## src/msrp_pkg.sv

```systemverilog
package msrp_pkg;

	// Ramp period in ticks and width of the elapsed-tick timer.
	localparam int RAMP_PERIOD = 25;
	localparam int TIMER_BITS  = 32;
	localparam int RUN_TIME_W  = 32;
	localparam int CMP_W       = (TIMER_BITS > RUN_TIME_W) ? TIMER_BITS : RUN_TIME_W;

	localparam logic [14:0] SPEED_MAX = 15'd25600;

	localparam logic [1:0] HEAD_CW  = 2'd1;
	localparam logic [1:0] HEAD_CCW = 2'd2;
	localparam logic [1:0] COIL_OFF = 2'd0;

	typedef enum logic [2:0] {
		KIND_TICK      = 3'd0,
		KIND_START     = 3'd1,
		KIND_STOP      = 3'd2,
		KIND_NEW_SPEED = 3'd3,
		KIND_NEW_STEP  = 3'd4,
		KIND_NEW_DIR   = 3'd5
	} kind_t;

	typedef enum logic [2:0] {
		REG_START_DIRECTION = 3'd0,
		REG_TARGET_SPEED    = 3'd1,
		REG_RAMP_STEP       = 3'd2,
		REG_TIMED_RUN       = 3'd3,
		REG_RUN_TIME_MS     = 3'd4
	} reg_index_t;

	typedef struct packed {
		logic [2:0]  kind;
		logic [14:0] value;
	} item_t;

	typedef struct packed {
		logic signed [15:0] speed_now;
		logic [14:0]        duty;
		logic [1:0]         coil_polarity;
		logic               running;
		logic               on_target;
		logic               timed_active;
	} result_t;

	function automatic logic [14:0] clamp_speed(input logic [14:0] v);
		return (v > SPEED_MAX) ? SPEED_MAX : v;
	endfunction

	function automatic logic signed [15:0] signed_by_heading(input logic [1:0] head,
			input logic [14:0] mag);
		logic signed [15:0] s;
		s = signed'({1'b0, mag});
		if (head == HEAD_CW) begin
			return s;
		end else if (head == HEAD_CCW) begin
			return -s;
		end
		return 16'sd0;
	endfunction

	function automatic logic [14:0] magnitude(input logic signed [15:0] v);
		logic signed [15:0] neg;
		neg = -v;
		return v[15] ? neg[14:0] : v[14:0];
	endfunction

	function automatic logic [1:0] coils_for(input logic [1:0] head);
		return (head == HEAD_CW || head == HEAD_CCW) ? head : COIL_OFF;
	endfunction

endpackage

```

## src/motor_speed_ramp_profiler.sv

```systemverilog
// Trapezoidal speed ramp generator. Each accepted word (a tick or a command) yields exactly
// one result word, via the input register and then the output register; a new word can be
// accepted every cycle unless the output stalls. The whole update of speed, target, timer
// and coil state for one word is a single registered step between the two. Configuration
// writes are taken whenever the input register is empty and act on the drive state at once.
module motor_speed_ramp_profiler
	import msrp_pkg::*;
(
	input  logic        clk,
	input  logic        arst_n,
	input  logic        item_valid,
	output logic        item_stall,
	input  item_t       item,
	output logic        result_valid,
	input  logic        result_stall,
	output result_t     result,
	input  logic        cfg_valid,
	output logic        cfg_ready,
	input  logic [2:0]  cfg_index,
	input  logic [31:0] cfg_data
);

	logic    take, fire, busy;
	item_t   item_s1;
	result_t result_d;

	assign cfg_ready = !busy;

	msrp_in_reg u_in_reg (
		.clk        (clk),
		.arst_n     (arst_n),
		.item_valid (item_valid),
		.item_stall (item_stall),
		.item       (item),
		.take       (take),
		.fire       (fire),
		.busy       (busy),
		.item_s1    (item_s1)
	);

	msrp_core u_core (
		.clk       (clk),
		.arst_n    (arst_n),
		.fire      (fire),
		.item_s1   (item_s1),
		.cfg_we    (cfg_valid && cfg_ready),
		.cfg_index (cfg_index),
		.cfg_data  (cfg_data),
		.result_d  (result_d)
	);

	msrp_out_reg u_out_reg (
		.clk          (clk),
		.arst_n       (arst_n),
		.load         (fire),
		.result_d     (result_d),
		.take         (take),
		.result_valid (result_valid),
		.result_stall (result_stall),
		.result       (result)
	);

endmodule

```

## src/msrp_in_reg.sv

```systemverilog
module msrp_in_reg
	import msrp_pkg::*;
(
	input  logic  clk,
	input  logic  arst_n,
	input  logic  item_valid,
	output logic  item_stall,
	input  item_t item,
	input  logic  take,
	output logic  fire,
	output logic  busy,
	output item_t item_s1
);

	logic valid_s1;

	assign item_stall = valid_s1 && !take;
	assign fire       = valid_s1 && take;
	assign busy       = valid_s1;

	always_ff @(posedge clk or negedge arst_n) begin
		if (!arst_n) begin
			valid_s1 <= 1'b0;
		end else if (!item_stall) begin
			valid_s1 <= item_valid;
		end
	end

	always_ff @(posedge clk) begin
		if (!item_stall && item_valid) begin
			item_s1 <= item;
		end
	end

endmodule

```

## src/msrp_core.sv

```systemverilog
module msrp_core
	import msrp_pkg::*;
(
	input  logic        clk,
	input  logic        arst_n,
	input  logic        fire,
	input  item_t       item_s1,
	input  logic        cfg_we,
	input  logic [2:0]  cfg_index,
	input  logic [31:0] cfg_data,
	output result_t     result_d
);

	// Configuration registers that only feed later decisions.
	logic                  timed_run_q;
	logic [RUN_TIME_W-1:0] run_time_q;
	logic [14:0]           target_speed_q;

	// Drive state.
	logic                  running_q, pending_q, reached_q, timed_q;
	logic [TIMER_BITS-1:0] elapsed_q;
	logic signed [15:0]    speed_q, target_q;
	logic [1:0]            heading_q, coil_q;
	logic [14:0]           step_q, duty_q;

	logic                  n_run, n_pend, n_reach, n_timed;
	logic [TIMER_BITS-1:0] n_el;
	logic signed [15:0]    n_speed, n_target;
	logic [1:0]            n_head, n_coil;
	logic [14:0]           n_step, n_duty, mag;
	logic                  may_update;
	logic signed [17:0]    sp, st, tg, sum, dif;

	always_comb begin
		n_run    = running_q;
		n_pend   = pending_q;
		n_reach  = reached_q;
		n_timed  = timed_q;
		n_el     = elapsed_q;
		n_speed  = speed_q;
		n_target = target_q;
		n_head   = heading_q;
		n_coil   = coil_q;
		n_step   = step_q;
		n_duty   = duty_q;
		mag      = '0;
		sp       = '0;
		st       = '0;
		tg       = '0;
		sum      = '0;
		dif      = '0;
		may_update = running_q && !timed_q;

		if (fire) begin
			case (item_s1.kind)
				KIND_TICK: begin
					if (n_el != {TIMER_BITS{1'b1}}) begin
						n_el = n_el + 1'b1;
					end
					if (n_run) begin
						if (n_pend) begin
							n_coil = coils_for(n_head);
							n_pend = 1'b0;
						end
						// A zero step jumps straight to the target.
						if (!n_reach && n_step == '0) begin
							n_duty  = magnitude(n_target);
							n_speed = n_target;
							n_reach = 1'b1;
							if (n_target != '0) begin
								n_el = '0;
							end else begin
								n_speed = '0;
								n_duty  = '0;
								n_coil  = COIL_OFF;
								n_run   = 1'b0;
								n_timed = 1'b0;
							end
						end
						if (!n_reach && n_step != '0 && n_el >= TIMER_BITS'(RAMP_PERIOD)) begin
							sp  = {{2{n_speed[15]}}, n_speed};
							tg  = {{2{n_target[15]}}, n_target};
							st  = {3'b000, n_step};
							sum = sp + st;
							dif = sp - st;
							if (sp < tg) begin
								// Crossing zero upward flips the coils to the heading.
								if (sp < 0 && sum >= 0) begin
									n_coil = coils_for(n_head);
								end
								if (sum >= tg) begin
									n_speed = n_target;
									n_reach = 1'b1;
								end else begin
									n_speed = sum[15:0];
								end
							end else if (sp > tg) begin
								if (sp >= 0 && dif <= 0) begin
									n_coil = coils_for(n_head);
								end
								if (dif <= tg) begin
									n_speed = n_target;
									n_reach = 1'b1;
									// A timed run ends when deceleration lands.
									if (n_timed) begin
										n_speed = '0;
										n_duty  = '0;
										n_coil  = COIL_OFF;
										n_run   = 1'b0;
										n_timed = 1'b0;
									end
								end else begin
									n_speed = dif[15:0];
								end
							end else begin
								n_reach = 1'b1;
							end
							n_duty = n_run ? magnitude(n_speed) : '0;
							n_el   = '0;
						end
						if (n_reach && n_timed && CMP_W'(n_el) >= CMP_W'(run_time_q)) begin
							n_target = '0;
							n_reach  = 1'b0;
							if (n_step != '0) begin
								n_el = '0;
							end
						end
					end
				end
				KIND_START: begin
					if ((n_head == HEAD_CW || n_head == HEAD_CCW) && n_target != '0 && !n_run) begin
						n_run   = 1'b1;
						n_pend  = 1'b1;
						n_reach = 1'b0;
						if (n_step != '0) begin
							n_el = '0;
						end
						n_timed = timed_run_q;
					end
				end
				KIND_STOP: begin
					n_speed = '0;
					n_duty  = '0;
					n_coil  = COIL_OFF;
					n_run   = 1'b0;
					n_timed = 1'b0;
				end
				KIND_NEW_SPEED: begin
					if (may_update) begin
						n_target = signed_by_heading(n_head, clamp_speed(item_s1.value));
						n_reach  = 1'b0;
						if (n_step != '0) begin
							n_el = '0;
						end
					end
				end
				KIND_NEW_STEP: begin
					if (may_update) begin
						n_step = item_s1.value;
					end
				end
				KIND_NEW_DIR: begin
					if (may_update && (item_s1.value == 15'(HEAD_CW)
							|| item_s1.value == 15'(HEAD_CCW))) begin
						if (n_head != item_s1.value[1:0]) begin
							mag      = magnitude(n_target);
							n_head   = item_s1.value[1:0];
							n_target = signed_by_heading(n_head, mag);
						end
						n_reach = 1'b0;
						if (n_step == '0) begin
							n_pend = 1'b1;
						end else begin
							n_el = '0;
						end
					end
				end
				default: begin
				end
			endcase
		end else if (cfg_we) begin
			unique case (cfg_index)
				REG_START_DIRECTION: begin
					n_head   = cfg_data[1:0];
					n_target = signed_by_heading(n_head, clamp_speed(target_speed_q));
				end
				REG_TARGET_SPEED: begin
					n_target = signed_by_heading(n_head, clamp_speed(cfg_data[14:0]));
				end
				REG_RAMP_STEP: begin
					n_step = cfg_data[14:0];
				end
				default: begin
				end
			endcase
		end

		result_d.speed_now     = n_speed;
		result_d.duty          = n_duty;
		result_d.coil_polarity = n_coil;
		result_d.running       = n_run;
		result_d.on_target     = n_reach;
		result_d.timed_active  = n_timed;
	end

	always_ff @(posedge clk or negedge arst_n) begin
		if (!arst_n) begin
			timed_run_q    <= 1'b0;
			run_time_q     <= '0;
			target_speed_q <= '0;
		end else if (cfg_we && !fire) begin
			if (cfg_index == REG_TARGET_SPEED) begin
				target_speed_q <= cfg_data[14:0];
			end
			if (cfg_index == REG_TIMED_RUN) begin
				timed_run_q <= cfg_data[0];
			end
			if (cfg_index == REG_RUN_TIME_MS) begin
				run_time_q <= cfg_data[RUN_TIME_W-1:0];
			end
		end
	end

	always_ff @(posedge clk or negedge arst_n) begin
		if (!arst_n) begin
			running_q <= 1'b0;
			pending_q <= 1'b0;
			reached_q <= 1'b0;
			timed_q   <= 1'b0;
			elapsed_q <= '0;
			speed_q   <= '0;
			target_q  <= '0;
			heading_q <= '0;
			coil_q    <= COIL_OFF;
			step_q    <= '0;
			duty_q    <= '0;
		end else begin
			running_q <= n_run;
			pending_q <= n_pend;
			reached_q <= n_reach;
			timed_q   <= n_timed;
			elapsed_q <= n_el;
			speed_q   <= n_speed;
			target_q  <= n_target;
			heading_q <= n_head;
			coil_q    <= n_coil;
			step_q    <= n_step;
			duty_q    <= n_duty;
		end
	end

endmodule

```

## src/msrp_out_reg.sv

```systemverilog
module msrp_out_reg
	import msrp_pkg::*;
(
	input  logic    clk,
	input  logic    arst_n,
	input  logic    load,
	input  result_t result_d,
	output logic    take,
	output logic    result_valid,
	input  logic    result_stall,
	output result_t result
);

	logic valid_q;

	// The output register can take a new word when it is empty or being drained.
	assign take         = !valid_q || !result_stall;
	assign result_valid = valid_q;

	always_ff @(posedge clk or negedge arst_n) begin
		if (!arst_n) begin
			valid_q <= 1'b0;
		end else if (take) begin
			valid_q <= load;
		end
	end

	always_ff @(posedge clk) begin
		if (take && load) begin
			result <= result_d;
		end
	end

endmodule

```

## config.mk

```make
export PLATFORM = sky130hd
export DESIGN_NAME = motor_speed_ramp_profiler
export DESIGN_NICKNAME = d
export VERILOG_FILES = /design/src/msrp_pkg.sv /design/src/motor_speed_ramp_profiler.sv /design/src/msrp_in_reg.sv /design/src/msrp_core.sv /design/src/msrp_out_reg.sv
export SDC_FILE = /design/constraint.sdc
export NUM_CORES = 1
export LEC_CHECK = 0
export BUFFER_PORTS_ARGS = -buffer_cell sky130_fd_sc_hd__buf_4
export CAP_MARGIN = 40
export CORE_UTILIZATION = 45
export CTS_CLUSTER_SIZE = 14
export DETAILED_ROUTE_END_ITERATION = 8
export GPL_TIMING_DRIVEN = 0
export HOLD_SLACK_MARGIN = 0.1
export PLACE_DENSITY = 0.74
export SLEW_MARGIN = 20
export SYNTH_ARGS = -nofsm -noshare
export SYNTH_HDL_FRONTEND = slang
export SYNTH_SLANG_ARGS = --single-unit
```

## constraint.sdc

```tcl
create_clock -name clk -period 10.2 [get_ports clk]
set_clock_uncertainty 0.1 [all_clocks]
set_input_delay 2.04 -clock clk [delete_from_list [all_inputs] [get_ports clk]]
set_output_delay 2.04 -clock clk [all_outputs]
set_load 0.02 [all_outputs]
```

==> results.cfg <==
[run_status]
status = finished, final reports clean

[clock_tree]
clk_latency_ps = 550
cts-buffers-inserted = 24
path_clk_slew_ps = 60
cts_tree = built
h-tree-depth = 1
cts_buffer_depth = 3
clock_sinks = 206
cts_root_buf = clkbuf_16

[floorplan]
die_w_um = 198
core-area_sq_um = 37700
placementRows = 71
io_pins = 97
initial_core_util_pct = 45.8
die_area_sq_um = 39100
die_h_um = 198

[grt]
grt_overflow = 0
antenna_found_initial = 1
grt_pass1_wl_mm = 96.9
first_global_vias = 16419
grt_use_total_pct = 32.5
grt_max_degree = 94

[layout]
areaGrowthSynthToFinish_pct = 13.2
finish.instance_area_sq_um = 19500
antenna_cells = 0
nFillCells = 3656
nets = 2435
drive_above_1_share_pct = 10.5

[setup_path]
required_ps = 10340
crit_type = flop to flop
crit_fanout = 10
cpMaxStageDelayCell = xnor2_1
cp-startpoint = u_core.target_q[1]
ff2ff_setup_slack_ps = 360
r2r_end = u_out_reg.result[19]
worst_r2r_startpoint = u_core.target_q[1]
crit_arrival_ps = 9970
worstRegToRegCells = 32
critPathMaxStageDelay_ps = 470
end_kind = flop
setup.worst_path.start_class = flop
path_common_cell = o21ai_0

[logic_synthesis]
yosys_warnings = 0
synth_fa_ha_area_share_pct = 9.58
synth-seq-area-share_pct = 31.4
netlist_instances = 2113
yosys_register_bits = 206
ys.flop_type = dfrtp_1
synth_top_area_share_pct = 22.0
synth_area_per_cell_sq_um = 8.17
yosys.area_share.simple_pct = 20.1
synth_top_area_cell = dfrtp_1
synth_top_family_by_area = compound AO/OA/AOI/OAI gates
synth_compound_area_share_pct = 23.6
muxShareOfSynthArea_pct = 3.70
synthesis.nets = 2302
syn_area_sq_um = 17300
async_flop_share_pct = 73.8
synth-xor-area-share_pct = 5.99
synth_edf_count = 54
synth_commonest_cells = nand2_1 (215), nor2_1 (181), a21oi_1 (158)
synth_area_leaders = dfrtp_1 (22%), edfxtp_1 (9.4%), ha_1 (9.4%), nand2_1 (4.7%), a21oi_1 (4.6%)
synth_cell_types = 85
synth_most_common_cell = nand2_1

[sta]
hold_violations = 0
max_slew_margin_pct = 37.5
setup_viol = 0
fin_ws_ps = 364
rsz0062_at_grt = no
tns_ps = 0
min_period_over_period_pct = 96.4
fin_crit_ps = 9840
slew_violations = 0
fmax_mhz = 102
worst_pin_slew_ps = 938

[hold_path]
min_path_cells = 2
min-delay-start = u_core.run_time_q[9]
whs_endpoint = u_core.run_time_q[9]
hold_path.class = flop to flop

[drt]
drc = 0
wl_mm = 64.3
firstDrtPassIters = 6
dr_wl_met3_mm = 5.64
drt_iter0_drc = 1774
ant_nets = 0
wl_met1_mm = 28.1
dr_total_vias = 17390
viasPerCell = 6.27
routedWlPerCell_um = 23.2
wl_met2_mm = 28.3
top_layer = met5

[power]
ir_drop_uv = 317
leakage_nw = 8.36
power_per_cell_area_nw_per_um2 = 344

[placed_design]
dpl.hpwl_mm = 50.8
dp_slack_ps = 603
port_buffers = 93
placed_area_sq_um = 18700
gp_congestion = 0.999

[job]
max-cap-violations = 0
## power breakdown
| group | switching, mW | internal [mW] | total [mW] |
|---|---|---|---|
| combinational | 3.09 | 1.52 | 4.61 |
| clock | 0.350 | 0.513 | 0.863 |
| sequential | 0.203 | 1.06 | 1.26 |
## cells in the final DEF, fill, tap and decap left out, types with 11 or more instances in the layout
master	instances
nand4_1	31
nand2b_1	19
clkbuf_16	25
nand3_1	48
a21oi_1	158
a21o_1	21
dfrtp_1	152
or4_1	12
nor2_1	181
a22o_1	12
buf_4	93
ha_1	129
o31ai_1	15
nor3_1	52
mux2_2	46
edfxtp_1	54
o21ai_0	153
clkbuf_1	92
nand2_1	215
a221oi_1	11
o22ai_1	38
xnor2_1	89
a211oi_1	12
xor2_1	28
inv_1	147
or3_1	28
nor2b_1	22
and2_1	13
mux2i_1	12
a31oi_1	43
o21a_1	16
and3_1	19
nor4_1	28
buf_2	20
o211ai_1	17
a22oi_1	11
## worst max-delay path: cells and delay by family, from the launching register on
kind                       cells  cell delay [ps]
adders and majority gates      4             1000
AOI/OAI and AO/OA             10             2830
buffers and inverters          5             1760
DFF                            1              450
and+or+nand+nor               11             2590
xor gates and xnor gates       2              760
## registers in the layout, indices dropped and copies added, names as in the netlist
register / flops
u_out_reg.result: 36
u_core.elapsed_q: 32
u_core.run_time_q: 32
u_in_reg.item_s1: 18
u_core.speed_q: 16
u_core.target_q: 16
u_core.duty_q: 15
u_core.step_q: 15
u_core.target_speed_q: 15
u_core.coil_q: 2
u_core.heading_q: 2
u_core.pending_q: 1
u_core.reached_q: 1
u_core.running_q: 1
u_core.timed_q: 1
u_core.timed_run_q: 1
u_in_reg.busy: 1
u_out_reg.result_valid: 1
## final cells by class
type	instances	area, sq um	share of cell area (%)
plain buffers	102	407	2.08
flip-flops and latches	206	5430	27.8
inverters	150	563	2.88
repair buffers	107	833	4.27
multi-input cells	1655	10900	55.7
clock inverters	10	108	0.551
clock buffers	33	676	3.46
well taps	511	639	3.27
## routing by layer
metal / track usage (%) / vias up
met4: 12.1 / 2
met1: 45.7 / 8398
met3: 5.35 / 136
met5: 0 / -
li1: - / 8026
met2: 49.9 / 828
## cells by family after synthesis
logic type      after synthesis
flops                       206
fa+ha+maj                   131
xor+xnor                    118
compound gates              634
buf+inv                     252
simple gates                714
mux                          58
## through the flow
| step | std cells | utilization (%) | total power, mW | hold slack [ps] |
|---|---|---|---|---|
| 6_report | 2774 | 51.9 | 6.73 | 382 |
| 5_1_grt | 2774 | 51.9 | 7.11 | 412 |
| 4_1_cts | 2771 | 51.8 | 6.53 | 386 |
| 3_5_place_dp | 2728 | 49.7 | 5.63 | 370 |
| 3_3_place_gp | 2717 | 49.4 | 5.57 | 367 |
| 2_1_floorplan | 2113 | - | 4.10 | 341 |
## worst max path at each step
| stage | endpoint | slack, ps | depth (start not counted) |
|---|---|---|---|
| after floorplan | u_out_reg.result[17] | 3010 | 31 |
| after global placement | u_out_reg.result[11] | 590 | 31 |
| after detailed placement | u_out_reg.result[11] | 600 | 32 |
| after CTS | u_out_reg.result[11] | 540 | 32 |
| after global routing | u_out_reg.result[11] | 100 | 32 |
| final | u_out_reg.result[19] | 360 | 32 |
## what timing repair did
item	4_1_cts	5_1_grt
hold buffers	0	0
gates resized for setup	0	4
endpoints found under the setup margin	0	5
buffers inserted	0	0
Note: power is estimated with default switching activity, not from simulation.
